==> src/rtl/core/xpcf_pkg.sv <==
// ----------------------------------------------------------------------------
// xpcf_pkg: shared types and constants of the payload receive filter
// Item types for both channels, register indexes and the CRC-16 byte step.
// ----------------------------------------------------------------------------
package xpcf_pkg;

  localparam int unsigned DATA_W    = 8;
  localparam int unsigned INDEX_W   = 10;
  localparam int unsigned COUNT_W   = 11;
  localparam int unsigned CHECK_W   = 16;
  localparam int unsigned CFG_IDX_W = 1;
  localparam int unsigned CFG_DAT_W = 1;

  localparam logic [CHECK_W-1:0] POLY_CCITT = 16'h1021;
  localparam logic [DATA_W-1:0]  CHAR_CR    = 8'h0d;
  localparam logic [DATA_W-1:0]  CHAR_CTRLZ = 8'h1a;
  localparam logic [DATA_W-1:0]  TEXT_MASK  = 8'h7f;

  // Configuration register indexes.
  localparam logic [CFG_IDX_W-1:0] REG_CRC_MODE  = 1'd0;
  localparam logic [CFG_IDX_W-1:0] REG_TEXT_MODE = 1'd1;

  typedef struct packed {
    logic [DATA_W-1:0] data_byte;
    logic              packet_first;
    logic              packet_last;
  } in_item_t;

  typedef struct packed {
    logic [INDEX_W-1:0] write_index;
    logic [DATA_W-1:0]  write_data;
    logic               index_advanced;
    logic [CHECK_W-1:0] check_value;
    logic [COUNT_W-1:0] kept_count;
    logic               end_of_file_seen;
    logic               last;
  } out_item_t;

  // One byte of CRC-16/XMODEM, MSB first: eight shift and conditional xor steps.
  function automatic logic [CHECK_W-1:0] crc16_step(input logic [CHECK_W-1:0] crc,
                                                    input logic [DATA_W-1:0]  b);
    logic [CHECK_W-1:0] r;
    r = crc ^ {b, 8'h00};
    for (int i = 0; i < 8; i++) begin
      if (r[CHECK_W-1]) begin
        r = {r[CHECK_W-2:0], 1'b0} ^ POLY_CCITT;
      end else begin
        r = {r[CHECK_W-2:0], 1'b0};
      end
    end
    return r;
  endfunction

endpackage

==> src/rtl/core/xpcf_ifs.sv <==
// ----------------------------------------------------------------------------
// xpcf channel interfaces
// Valid/ready channels for payload bytes and for filter results.
// ----------------------------------------------------------------------------
interface xpcf_in_if;
  logic               valid;
  logic               ready;
  xpcf_pkg::in_item_t item;

  modport source (output valid, output item, input ready);
  modport sink   (input valid, input item, output ready);
endinterface

interface xpcf_out_if;
  logic                valid;
  logic                ready;
  xpcf_pkg::out_item_t item;

  modport source (output valid, output item, input ready);
  modport sink   (input valid, input item, output ready);
endinterface

==> src/rtl/core/xpcf_in_reg.sv <==
// ----------------------------------------------------------------------------
// xpcf_in_reg: input register
// Captures one payload byte item and holds it until the filter stage takes it.
// ----------------------------------------------------------------------------
module xpcf_in_reg (
  input  logic       clk,
  input  logic       rst_n,
  xpcf_in_if.sink    up,
  xpcf_in_if.source  dn
);

  logic               valid_r;
  logic               valid_nxt;
  xpcf_pkg::in_item_t item_r;

  // The register may refill in the same cycle that it drains.
  assign up.ready = !valid_r || dn.ready;
  assign dn.valid = valid_r;
  assign dn.item  = item_r;

  always_comb begin
    valid_nxt = valid_r;
    if (up.valid && up.ready) begin
      valid_nxt = 1'b1;
    end else if (dn.ready) begin
      valid_nxt = 1'b0;
    end
  end

  always_ff @(posedge clk) begin
    if (!rst_n) begin
      valid_r <= 1'b0;
    end else begin
      valid_r <= valid_nxt;
    end
  end

  always_ff @(posedge clk) begin
    if (up.valid && up.ready) begin
      item_r <= up.item;
    end
  end

endmodule

==> src/rtl/core/xpcf_proc.sv <==
// ----------------------------------------------------------------------------
// xpcf_proc: filter stage and result register
// Updates check value, kept count and end-of-file flag for each byte item.
// ----------------------------------------------------------------------------
module xpcf_proc #(
  parameter int unsigned MAX_PACKET = 1024
) (
  input  logic                              clk,
  input  logic                              rst_n,
  input  logic                              cfg_we,
  input  logic [xpcf_pkg::CFG_IDX_W-1:0]    cfg_index,
  input  logic [xpcf_pkg::CFG_DAT_W-1:0]    cfg_wdata,
  xpcf_in_if.sink                           up,
  xpcf_out_if.source                        dn
);

  logic                           crc_mode_r;
  logic                           text_mode_r;
  logic [xpcf_pkg::CHECK_W-1:0]   check_r;
  logic [xpcf_pkg::CHECK_W-1:0]   check_nxt;
  logic [xpcf_pkg::COUNT_W-1:0]   count_r;
  logic [xpcf_pkg::COUNT_W-1:0]   count_nxt;
  logic                           eof_r;
  logic                           eof_nxt;
  logic                           out_valid_r;
  logic                           out_valid_nxt;
  xpcf_pkg::out_item_t            out_item_r;
  xpcf_pkg::out_item_t            out_item_nxt;

  logic [xpcf_pkg::CHECK_W-1:0]   base_check;
  logic [xpcf_pkg::COUNT_W-1:0]   base_count;
  logic                           base_eof;
  logic [xpcf_pkg::DATA_W-1:0]    byte_in;
  logic [xpcf_pkg::DATA_W-1:0]    sum8;
  logic                           is_cr;
  logic                           is_ctrlz;
  logic                           full;
  logic                           keep;
  logic                           take;

  assign up.ready = !out_valid_r || dn.ready;
  assign take     = up.valid && up.ready;
  assign dn.valid = out_valid_r;
  assign dn.item  = out_item_r;

  always_ff @(posedge clk) begin
    if (!rst_n) begin
      crc_mode_r  <= 1'b1;
      text_mode_r <= 1'b0;
    end else if (cfg_we) begin
      unique case (cfg_index)
        xpcf_pkg::REG_CRC_MODE:  crc_mode_r  <= cfg_wdata[0];
        xpcf_pkg::REG_TEXT_MODE: text_mode_r <= cfg_wdata[0];
      endcase
    end
  end

  always_comb begin
    byte_in    = up.item.data_byte;
    base_check = up.item.packet_first ? '0 : check_r;
    base_count = up.item.packet_first ? '0 : count_r;
    base_eof   = up.item.packet_first ? 1'b0 : eof_r;
    sum8       = base_check[7:0] + byte_in;
    is_cr      = (byte_in == xpcf_pkg::CHAR_CR);
    is_ctrlz   = (byte_in == xpcf_pkg::CHAR_CTRLZ);
    full       = (32'(base_count) >= MAX_PACKET);

    if (crc_mode_r) begin
      check_nxt = xpcf_pkg::crc16_step(base_check, byte_in);
    end else begin
      check_nxt = {8'h00, sum8};
    end

    eof_nxt = base_eof || (text_mode_r && is_ctrlz);

    if (text_mode_r) begin
      keep = !is_cr && !is_ctrlz && !base_eof && !full;
    end else begin
      keep = !full;
    end

    count_nxt = base_count + xpcf_pkg::COUNT_W'(keep);

    out_item_nxt.write_index      = full ? '0 : base_count[xpcf_pkg::INDEX_W-1:0];
    out_item_nxt.write_data       = text_mode_r ? (byte_in & xpcf_pkg::TEXT_MASK) : byte_in;
    out_item_nxt.index_advanced   = keep;
    out_item_nxt.check_value      = check_nxt;
    out_item_nxt.kept_count       = count_nxt;
    out_item_nxt.end_of_file_seen = eof_nxt;
    out_item_nxt.last             = up.item.packet_last;

    out_valid_nxt = out_valid_r;
    if (take) begin
      out_valid_nxt = 1'b1;
    end else if (dn.ready) begin
      out_valid_nxt = 1'b0;
    end
  end

  always_ff @(posedge clk) begin
    if (!rst_n) begin
      check_r     <= '0;
      count_r     <= '0;
      eof_r       <= 1'b0;
      out_valid_r <= 1'b0;
    end else begin
      out_valid_r <= out_valid_nxt;
      if (take) begin
        check_r <= check_nxt;
        count_r <= count_nxt;
        eof_r   <= eof_nxt;
      end
    end
  end

  always_ff @(posedge clk) begin
    if (take) begin
      out_item_r <= out_item_nxt;
    end
  end

endmodule

==> src/rtl/core/xmodem_payload_crc_filter.sv <==
// ----------------------------------------------------------------------------
// xmodem_payload_crc_filter: XMODEM payload receive filter
// Running CRC-16 or checksum, kept-byte index and text-mode filtering.
// ----------------------------------------------------------------------------
// Usage:
// Payload bytes enter on in_chan, one byte per item, with packet_first on the
// first byte of a packet (it clears the check value, the kept count and the
// end-of-file flag before that byte) and packet_last on the final byte.
// Every byte item gives exactly one result item on out_chan: the buffer
// write index and data, whether the byte was kept, and the running check
// value, kept count and end-of-file flag after the byte.
// The cfg port selects CRC-16/XMODEM or the 8-bit checksum and text mode;
// write it only while no item is in flight.
// A result item is registered twice after its byte item is accepted: in the
// input register, then through the filter logic into the result register.
// Throughput is one item per cycle while out_chan.ready stays high; the limit
// is the single CRC byte step between the input register and the state
// registers.
// Reset clears both pipeline stages and the running state and selects CRC
// mode in binary mode. When the receiver holds out_chan.ready low the result
// stays in place, the input register still fills once, and then in_chan
// ready drops until the result is taken.
// ----------------------------------------------------------------------------
module xmodem_payload_crc_filter #(
  parameter int unsigned MAX_PACKET = 1024
) (
  input  logic                              clk,
  input  logic                              rst_n,
  input  logic                              cfg_we,
  input  logic [xpcf_pkg::CFG_IDX_W-1:0]    cfg_index,
  input  logic [xpcf_pkg::CFG_DAT_W-1:0]    cfg_wdata,
  xpcf_in_if.sink                           in_chan,
  xpcf_out_if.source                        out_chan
);

  // Channel between the input register and the filter stage.
  xpcf_in_if stage_chan ();

  xpcf_in_reg u_in_reg (
    .clk   (clk),
    .rst_n (rst_n),
    .up    (in_chan),
    .dn    (stage_chan.source)
  );

  xpcf_proc #(
    .MAX_PACKET (MAX_PACKET)
  ) u_proc (
    .clk       (clk),
    .rst_n     (rst_n),
    .cfg_we    (cfg_we),
    .cfg_index (cfg_index),
    .cfg_wdata (cfg_wdata),
    .up        (stage_chan.sink),
    .dn        (out_chan)
  );

endmodule

==> src/flat_wrapper.sv <==
// flat-port wrapper written by rule: the top's interface ports become plain ports
module xmodem_payload_crc_filter_flat 
#(
  parameter int unsigned MAX_PACKET = 1024
)
  (clk, rst_n, cfg_we, cfg_index, cfg_wdata, in_chan_valid, in_chan_item, in_chan_ready, out_chan_valid, out_chan_item, out_chan_ready);
  xpcf_in_if in_chan_i ();
  xpcf_out_if out_chan_i ();
  input  logic clk;
  input  logic rst_n;
  input  logic cfg_we;
  input  logic [xpcf_pkg::CFG_IDX_W-1:0] cfg_index;
  input  logic [xpcf_pkg::CFG_DAT_W-1:0] cfg_wdata;
  input wire logic [$bits(in_chan_i.valid)-1:0] in_chan_valid;
  input wire logic [$bits(in_chan_i.item)-1:0] in_chan_item;
  output wire logic [$bits(in_chan_i.ready)-1:0] in_chan_ready;
  output wire logic [$bits(out_chan_i.valid)-1:0] out_chan_valid;
  output wire logic [$bits(out_chan_i.item)-1:0] out_chan_item;
  input wire logic [$bits(out_chan_i.ready)-1:0] out_chan_ready;
  assign in_chan_i.valid = in_chan_valid;
  assign in_chan_i.item = in_chan_item;
  assign in_chan_ready = in_chan_i.ready;
  assign out_chan_valid = out_chan_i.valid;
  assign out_chan_item = out_chan_i.item;
  assign out_chan_i.ready = out_chan_ready;
  xmodem_payload_crc_filter #(.MAX_PACKET(MAX_PACKET)) u_core (.clk(clk), .rst_n(rst_n), .cfg_we(cfg_we), .cfg_index(cfg_index), .cfg_wdata(cfg_wdata), .in_chan(in_chan_i), .out_chan(out_chan_i));
endmodule
==> config.mk <==
export PLATFORM = sky130hd
export DESIGN_NAME = xmodem_payload_crc_filter_flat
export DESIGN_NICKNAME = d
export VERILOG_FILES = /design/src/rtl/core/xpcf_pkg.sv /design/src/rtl/core/xpcf_ifs.sv /design/src/rtl/core/xpcf_in_reg.sv /design/src/rtl/core/xpcf_proc.sv /design/src/rtl/core/xmodem_payload_crc_filter.sv /design/src/flat_wrapper.sv
export SDC_FILE = /design/constraint.sdc
export NUM_CORES = 1
export LEC_CHECK = 0
export BUFFER_PORTS_ARGS = -buffer_cell sky130_fd_sc_hd__buf_2
export CORE_UTILIZATION = 56
export DETAILED_ROUTE_END_ITERATION = 8
export PLACE_DENSITY = 0.81
export SLEW_MARGIN = 20
export SYNTH_ARGS = -nofsm -noshare
export SYNTH_HDL_FRONTEND = slang
export SYNTH_SLANG_ARGS = --single-unit
==> constraint.sdc <==
create_clock -name clk -period 3.7 [get_ports clk]
set_clock_uncertainty 0.2 [all_clocks]
set_input_delay 0.37 -clock clk [delete_from_list [all_inputs] [get_ports clk]]
set_output_delay 0.37 -clock clk [all_outputs]
set_load 0.03 [all_outputs]
### Word-level counts from Yosys, hierarchy flattened

Cells that the tools add are included.

| storage, ports and cells | value |
|---|---|
| flip-flop bits (word level) | 90 |
| input bits | 17 |
| output and inout bits | 50 |

| cells by class | value |
|---|---|
| add/subtract/negate cells | 2 |
| $lt $le $gt $ge | 1 |
| equality and inequality tests | 2 |
| muxes and demuxes | 24 |
| bitwise gates (word level) | 10 |
| reduce and logical (&&, ||, !) cells | 19 |

Operators by type and width:

| kind | count |
|---|---|
| $mux 16 | 9 |
| $mux 13 | 8 |
| $not 3->3 | 8 |
| $xor 16x16->16 | 1 |
| $add 11x1->11 | 1 |
| $ge 11x11->1 const B | 1 |
| $mux 11 | 1 |
| $add 8x8->8 | 1 |
| $eq 8x4->1 const B | 1 |
| $eq 8x5->1 const B | 1 |
| $logic_and 1x1->1 | 6 |
| $logic_not 1->1 | 6 |
| $mux 1 | 6 |
| $reduce_and 2->1 | 2 |
| $reduce_bool 2->1 | 2 |
| $logic_or 1x1->1 | 3 |
| $not 1->1 | 1 |

### Longest topological paths before layout

Gate-level depths: netlist of the first run.

| depth | value |
|---|---|
| depth in word-level cells | 26 |
| depth in mapped cells | 11 |
| depth with buffers taken out | 10 |

### Hierarchy

A second synthesis of the first run with hierarchy kept.

| second synthesis, totals | value |
|---|---|
| cells, all modules | 352 |
| area, all modules | 4,165.2 um^2 |

By module, submodules not included:

| module | instances | cells each | area each (um^2) | sequential area each (um^2) |
|---|---|---|---|---|
| xpcf_proc | 1 | 337 | 3,807.4 | 2,062.0 |
| xpcf_in_reg | 1 | 15 | 357.8 | 320.3 |

### Worst setup path after synthesis of the first run

Ideal clock, no wire load.

| path | value |
|---|---|
| kind | register to register |
| start point | reg u_core.u_proc.out_valid_r, in the netlist u_core.u_proc.dn.valid |
| end point | reg u_core.u_proc.out_item_r (netlist bit u_core.u_proc.dn.item[0]) (enable) |
| setup time | 431 ps |
| data arrival time | 2,445 ps |
| required time | 3,069 ps |
| path slack | 624 ps |
| stages on the path, launching flop included | 6 |
| clock period less this slack | 3,076 ps |
| cell sequence | dfxtp_1 > nor2b_1 > nand2b_1 > buf_6 > inv_4 > clkbuf_1 |

| between the ends | value |
|---|---|
| word-level cells in the longest chain between the ends | 3 |

Ends and longest elaborated chain:

| what | line | text |
|---|---|---|
| from (decl) | xpcf_proc.sv:25 | `logic out_valid_r;` |
| from (signal assigned) | xpcf_proc.sv:107 | `out_valid_r <= out_valid_nxt;` |
| $logic_not 1->1 | xpcf_proc.sv:41 | `assign up.ready = !out_valid_r \|\| dn.ready;` |
| $logic_or 1x1->1 | xpcf_proc.sv:41 |  |
| $logic_and 1x1->1 | xpcf_proc.sv:42 | `assign take = up.valid && up.ready;` |
| to (signal assigned) | xpcf_proc.sv:118 | `out_item_r <= out_item_nxt;` |
| to (decl) | xpcf_proc.sv:27 | `xpcf_pkg::out_item_t out_item_r;` |

Every way passes these cells.
A chain may end at the register's enable or synchronous reset.

### Worst setup path in the final report of the first run

| path | value |
|---|---|
| start point | reg u_core.u_in_reg.item_r (netlist bit u_core.u_in_reg.dn.item[1]) |
| end point | reg u_core.u_proc.count_r[7] (netlist name) |

| between the ends | value |
|---|---|
| word-level cells in the longest chain between the ends | 6 |
| elaborated cells between the ends (all ways) | 9 |
| those cells by class | 1 x add/sub; 1 x order compare; 3 x mux; 4 x reduce/logical |

Ends and longest elaborated chain:

| what | line | text |
|---|---|---|
| from (decl) | xpcf_in_reg.sv:14 | `xpcf_pkg::in_item_t item_r;` |
| from (signal assigned) | xpcf_in_reg.sv:40 | `item_r <= up.item;` |
| $mux 11 or $mux 1 (tied branches) | xpcf_proc.sv:61, xpcf_proc.sv:62 |  |
| $ge 11x11->1 or $logic_not 1->1 (tied branches) | xpcf_proc.sv:66, xpcf_proc.sv:77 |  |
| $logic_not 1->1 or $logic_and 1x1->1 (tied branches) | xpcf_proc.sv:77, xpcf_proc.sv:79 |  |
| $logic_and 1x1->1 | xpcf_proc.sv:77 | `keep = !is_cr && !is_ctrlz && !base_eof && !full;` |
| $mux 1 (*) | xpcf_proc.sv:76 | `if (text_mode_r) begin` |
| via u_core.u_proc.keep | xpcf_proc.sv:38 | `logic keep;` |
| $add 11x1->11 (*) | xpcf_proc.sv:82 | `count_nxt = base_count + xpcf_pkg::COUNT_W'(keep);` |
| to (signal assigned) | xpcf_proc.sv:110 | `count_r <= count_nxt;` |
| to (decl) | xpcf_proc.sv:21 | `logic [xpcf_pkg::COUNT_W-1:0] count_r;` |

The timed path passes the listed nets; every way through them passes the cells marked *.

==> key figures, run 1 <==
Synthesis
  • Number of enable flip-flop cells after synthesis: 58
  • Syn Std Cell Area: 0.004155 mm2
  • Cell count after synthesis: 349
  • Synth cell types: 55
  • Yosys warning count: 0
  • Synth async-reset ratio: 0%
  • Register area share after synthesis: 57.33%
  • Synthesized flop and latch total: 90
  • Per-instance average area after synthesis: 11.91 um2
  • Total nets after synthesis: 377
  • Most used flip-flop cell after synthesis: edfxtp_1

Clock network
  • Clock insertion delay at the later pin of the skew report: 360 ps
  • Buffer type at the clock tree root: clkbuf_8
  • Maximum buffer depth of the clock tree: 2
  • Num CTS Buffers: 9
  • Clock transition at path regs: 90 ps
  • CTS HTree Levels: 3
  • Resized cells post-CTS: 0
  • Clock tree from TritonCTS: yes
  • Clock net sink count: 90

STA
  • Period utilization: 76.11%
  • Final sum of negative setup slack: 0 ps
  • Number of setup violations in the final report: 0
  • Achievable frequency: 355.1 MHz
  • Endpoints failing hold: 0
  • Unrepaired setup endpoints after global routing: false
  • Final number of max-transition violations: 0
  • Minimum clock period after layout: 2816 ps
  • Pin slew with the least headroom to its limit: 813.1 ps
  • Fin worst setup slack: 883.8 ps
  • Slew headroom: 45.79%

Job
  • MaxCap Viol Count: 0

Outcome
  • Status: finished, final reports clean

Global route
  • Wire length of the first global-routing pass: 13430 um
  • Number of antenna violations at the first check in global routing: 0
  • Via count of the first global-routing pass: 2758
  • Largest net degree at the start of global routing: 74
  • Overall track demand over capacity in global routing: 23.03%
  • Global route total overflow: 0

Critical path
  • Startpoint-to-endpoint class of the critical path: register to register
  • CP max FO: 38
  • Critical path data arrival time: 2870 ps
  • Kind of end point of the critical path: register
  • Startpoint class of the critical path: register
  • Data required time of the critical path: 3760 ps

Route
  • Routed WL: 8088 um
  • Total via count after detailed routing: 2881
  • Ratio of routed vias to standard cells: 5.467
  • Iter 0 DRT Violations: 198
  • DRC violations left: 0
  • First-pass detailed-route iteration total: 4
  • Antenna viol nets, final: 0
  • Wirelength per Cell: 15.35 um

Die
  • Vertical die dimension: 88.14 um
  • Number of core rows: 31
  • Area of the core: 0.007214 mm2
  • Overall die area: 0.007769 mm2
  • Starting density of the core: 57.60%
  • Ports: 67
  • Die Width: 88.14 um

Cells and area
  • Fraction of layout instances using a drive strength above 1: 23.36%
  • Final Net Count: 451
  • Diodes inserted: 0
  • Final instance area: 0.004816 mm2
  • Number of cells in the finished layout apart from fillers: 527
  • Filler instances: 547
  • Area overhead of the layout relative to synthesis: 15.90%

Power and ir drop
  • Power Density: 444.1 mW/mm2
  • Total power draw: 2139 uW
  • Worst vdd rail ir drop: 0.2986 mV
  • Leakage Power: 0.001835 uW

Placed design
  • Count of buffers inserted at the top-level ports: 66
  • Standard cell area after detailed placement: 0.004537 mm2
  • Placement Setup Slack: 937.5 ps
  • Final weighted congestion of routability-driven global placement: 0.8944
  • Detailed Place HPWL: 5321 um
  • Cell count after placement: 502

Min path
  • Worst hold-check path type: input port to register
-- layout by cell type (no fill, tap or decap), types with 2 or more instances in the layout --
master         count
nand4_1            5
o21ai_0           11
mux2i_1            2
or3_1              4
buf_2             66
a21o_1             3
nand2_1           29
xor2_1            14
inv_1              2
mux2_2             3
nor2b_1           15
buf_4              3
clkinvlp_4         2
nor3_1             3
and2_1            18
nand2b_1           5
nor2_1            27
xnor3_1            2
ha_1              10
o21ba_2            3
o32ai_1            6
a32o_1             4
dlygate4sd3_1      9
dfxtp_1           32
clkbuf_8          11
a21oi_1           15
edfxtp_1          58
xnor2_1           26
a31oi_1            2
nand3_1            9
-- cell families (layout without fill, tap and decap cells) --
| kind of cell | after synthesis | count (layout) | synth area share [%] |
|---|---|---|---|
| muxes | 6 | 6 | 1.656 |
| adders and majority gates | 11 | 11 | 3.493 |
| DFF | 90 | 90 | 57.33 |
| xor gates and xnor gates | 44 | 44 | 10.30 |
| and+or+nand+nor | 126 | 126 | 15.66 |
| buffers and inverters | 19 | 98 | 2.710 |
| AOI/OAI and AO/OA | 53 | 53 | 8.853 |
-- layer usage --
| metal | wire length [um] | global-route usage [%] |
|---|---|---|
| met4 | 143 | 9.384 |
| met5 | 0 | 0 |
| met2 | 3698 | 35.59 |
| met3 | 556 | 4.336 |
| met1 | 3690 | 32.16 |
-- final timing paths --
path / from / cells after the start / end / slack, ps
worst min-delay path: in_chan_item[1] / 1 / u_core.u_in_reg.dn.item[1] / 20
worst min register to register: u_core.u_in_reg.dn.item[0] / 0 / u_core.u_proc.dn.item[0] / 230
worst max-delay path: u_core.u_in_reg.dn.item[1] / 9 / u_core.u_proc.count_r[7] / 880
worst max register to register: u_core.u_in_reg.dn.item[1] / 9 / u_core.u_proc.count_r[7] / 880
-- synth_stat cells, drive strengths merged, types with 3 or more instances --
cell	n	area share, %
o21ai	12	1.4
nand2b	5	0.75
nor2b	15	2.3
clkbuf	10	1.4
o21ba	4	0.96
nand2	29	2.6
and2	18	2.7
o32ai	6	1.3
or3	5	0.78
a32o	4	0.96
xnor2	27	5.9
edfxtp	58	42
nand4	5	0.75
xor2	15	3.3
a21o	3	0.54
inv	3	0.33
dfxtp	32	15
nor3	3	0.36
ha	10	3.0
buf	5	0.90
mux2	4	1.2
a21oi	15	1.8
nand3	9	1.1
nor2	28	2.6
-- per-stage QoR --
step	hold WS, ps	utilization, %
after floorplan	200.3	-
after global placement	202.4	62.89
final	24.55	66.75
after global routing	5.898	66.75
after detailed placement	204.5	62.89
after CTS	9.293	66.75
-- timing repair --
item / 4_1_cts / 5_1_grt
hold endpoints to repair: 9 / 0
setup buffers: 0 / 0
hold buffers: 9 / 0
-- report_power, final --
group	total (uW)	internal, uW	switching (uW)
sequential	1170	1130	37.5
clock	629	283	345
combinational	338	134	204
-- state kept, by name (all words and copies together) (netlist names) --
signal and flops:
u_core.u_proc.dn.valid 1, u_core.u_proc.dn.item 48, u_core.u_proc.crc_mode_r 1, u_core.u_proc.check_r 16, u_core.u_proc.eof_r 1, u_core.u_proc.count_r 11
u_core.u_in_reg.dn.valid 1, u_core.u_in_reg.dn.item 10, u_core.u_proc.text_mode_r 1
-- critical path, cell delays in order (launching register included) --
cell and delay [ps]:
edfxtp_1 480, buf_4 390, nand2b_1 190, nand2_1 60
a21oi_1 210, ha_1 300, nand3_1 130, or2_2 320
xor2_1 150, o32ai_1 280
-- layout make-up --
| class | count | area (um2) | share of cell area (%) |
|---|---|---|---|
| flip-flops and latches | 90 | 2382 | 49.47 |
| multi-input cells | 240 | 1660 | 34.48 |
| repair buffers | 78 | 442.9 | 9.197 |
| clock buffers | 11 | 151.4 | 3.144 |
| well taps | 99 | 123.9 | 2.572 |
| clock inverters | 5 | 37.54 | 0.7794 |
| inverters | 4 | 17.52 | 0.3637 |
No activity file was read; power rests on OpenSTA's default activity.
==> inputs of run 2 (changes only) <==
clock period = 2.8 ns   (was 3.7 ns; I/O delays follow)
==> run 2 against run 1 <==
Net effect: final area increased by 2.6%; core utilization increased by 1.8 points; setup slack got worse by 690 ps; critical path type unchanged; largest power group unchanged.
==> key figures, run 2 (synthesis gave the netlist of run 1 again) <==
Clock network
  • Buffer type at the clock tree root: clkbuf_8
  • Clock transition at path regs: 90 ps (about the same)
  • Num CTS Buffers: 9 (unchanged)
  • Clock tree from TritonCTS: yes
  • Maximum buffer depth of the clock tree: 2 (unchanged)
  • Clock net sink count: 90 (unchanged)
  • Buffer count from post-CTS setup fixing: 0 (unchanged)
  • CTS HTree Levels: 3 (unchanged)
  • Clock insertion delay at the later pin of the skew report: 360 ps (about the same)

Die
  • Number of core rows: 31 (unchanged)
  • Vertical die dimension: 88.14 um (unchanged)
  • Starting density of the core: 57.60% (unchanged)
  • Area of the core: 0.007214 mm2 (unchanged)
  • Die Width: 88.14 um (unchanged)
  • Ports: 67 (unchanged)
  • Overall die area: 0.007769 mm2 (unchanged)

Cells and area
  • Diodes inserted: 0 (unchanged)
  • Most frequent cells in the layout: 66 x buf_2, 58 x edfxtp_1, 32 x dfxtp_1, 29 x nand2_1, 27 x nor2_1
  • Number of cells in the finished layout apart from fillers: 540 (+2.5%)
  • Most common cell after layout, fill and taps aside: buf_2
  • Final Net Count: 464 (+2.9%)
  • Fraction of layout instances using a drive strength above 1: 24.94% (+1.6 points)
  • Flip-flop count of the largest register after layout: 48 (unchanged)
  • Final core utilization: 68.52% (+1.8 points)
  • Area overhead of the layout relative to synthesis: 18.97%
  • Filler instances: 540 (-1.3%)

Power and ir drop
  • Power Density: 576.2 mW/mm2 (+30%)
  • Worst vdd rail ir drop: 0.3082 mV (+3.2%)
  • Leakage Power: 0.001899 uW (+3.4%)

Critical path
  • Critical path's largest stage delay: 460 ps (-20 ps)
  • Sequence of cells on the critical path: buf_12, nor2b_1, ha_1, a21o_1, a21o_1, a221oi_2, xnor2_1, o21ai_0
  • Cell seen most often among critical-path stages: a21o_1
  • Kind of end point of the critical path: register
  • Critical path data arrival time: 2510 ps (-360 ps)
  • Startpoint-to-endpoint class of the critical path: register to register
  • Data required time of the critical path: 2710 ps (-1050 ps)
  • Number of cells traversed by the worst register-to-register path: 8 (-1)
  • Startpoint class of the critical path: register
  • CP max FO: 33 (-13%)
  • Standard cell with the maximum stage delay on the critical path: edfxtp_1

Min path
  • Hold path cells: 4 (+3)
  • Worst hold-check path type: input port to register

Global route
  • Overall track demand over capacity in global routing: 22.73% (-0.30 points)
  • Global route total overflow: 0 (unchanged)
  • Number of antenna violations at the first check in global routing: 0 (unchanged)
  • Largest net degree at the start of global routing: 54 (-27%)
  • Wire length of the first global-routing pass: 13040 um (-2.9%)
  • Via count of the first global-routing pass: 2656 (-3.7%)

STA
  • Slew headroom: 60.08% (+14 points)
  • Final number of max-transition violations: 0 (unchanged)
  • Endpoints failing hold: 0 (unchanged)
  • Final sum of negative setup slack: 0 ps (unchanged)
  • Period utilization: 92.91% (+17 points)
  • Minimum hold slack: 20.31 ps (-4.248 ps)
  • Minimum clock period after layout: 2602 ps (-214.6 ps)
  • Unrepaired setup endpoints after global routing: false
  • Number of setup violations in the final report: 0 (unchanged)
  • Pin slew with the least headroom to its limit: 598.8 ps (-214.3 ps)
  • Achievable frequency: 384.4 MHz (+8.3%)

Route
  • Wirelength per Cell: 15.68 um (+2.2%)
  • First-pass detailed-route iteration total: 4 (unchanged)
  • Total via count after detailed routing: 2907 (+0.90%)
  • Routed WL: 8468 um (+4.7%)
  • DRC violations left: 0 (unchanged)
  • Antenna viol nets, final: 0 (unchanged)
  • Ratio of routed vias to standard cells: 5.383 (-1.5%)
  • Iter 0 DRT Violations: 280 (+41%)

Outcome
  • Status: finished, final reports clean

Placed design
  • Final weighted congestion of routability-driven global placement: 0.8806 (-1.5%)
  • Cell count after placement: 510 (+1.6%)
  • Count of buffers inserted at the top-level ports: 66 (unchanged)
  • Detailed Place HPWL: 5504 um (+3.4%)

Job
  • MaxCap Viol Count: 0 (unchanged)
==> run 2: cell types whose count changed in the layout (fill, tap and decap cells not counted), sizes merged <==
cell / previous run / this run
buf: 69 / 77
dlygate4sd3: 9 / 14
clkbuf: 11 / 10
clkinv: 3 / 4
clkinvlp: 2 / 1
inv: 4 / 5
==> run 2: critical path, delay by kind of cell, from the launching register on <==
family          cells  cell delay [ps]
flops               1              460
xor+xnor            1              180
compound gates      4              810
fa+ha+maj           1              300
simple gates        1              190
buf+inv             1              200
==> run 2: final timing paths <==
check,start,end,slack (ps)
max reg2reg,u_core.u_in_reg.dn.item[1],u_core.u_proc.dn.item[20],200
min,cfg_index,u_core.u_proc.text_mode_r,20
max,u_core.u_in_reg.dn.item[1],u_core.u_proc.dn.item[20],200
min reg2reg,u_core.u_in_reg.dn.item[0],u_core.u_proc.dn.item[0],230
==> run 2: metal layers <==
layer  routed length (um)  up-vias  global-route usage, %
met1                 3739     1393                  31.17
met2                 4206       85                  36.86
met5                    0        -                      0
met4                  154        0                  8.358
li1                     -     1415                      -
met3                  368       14                  3.393
==> run 2: area by class of cell <==
cell class                      instances  area, um2  area share [%]
Timing Repair Buffer                   91      565.5           11.44
Tap cell                               99      123.9           2.506
Sequential cell                        90       2382           48.19
Inverter                                4      17.52          0.3543
Clock inverter                          6      47.55          0.9618
Clock buffer                           10      137.6           2.784
Multi-Input combinational cell        240       1669           33.76
==> run 2: stage by stage <==
stage / instance area, um2 / power [uW] / setup WS [ps]
floorplan: 4156 / 1906 / 133.1
global placement: 4609 / 2017 / 262.8
detailed placement: 4609 / 2024 / 174.3
CTS: 4935 / 2848 / 149.3
global route: 4943 / 2955 / 26.27
finish: 4943 / 2848 / 198.4
==> run 2: power by group <==
| part | leakage, uW | internal (uW) | switching [uW] |
|---|---|---|---|
| clock network | 0.0000933 | 355 | 477 |
| logic | 0.00100 | 193 | 286 |
| registers | 0.000804 | 1500 | 39.9 |
| total | 0.00190 | 2050 | 802 |
==> run 2: timing repair <==
action                                  CTS  global route
hold endpoints to repair                 13             0
hold buffers                             14             0
gates resized for setup                   0             2
endpoints found under the setup margin    0             6
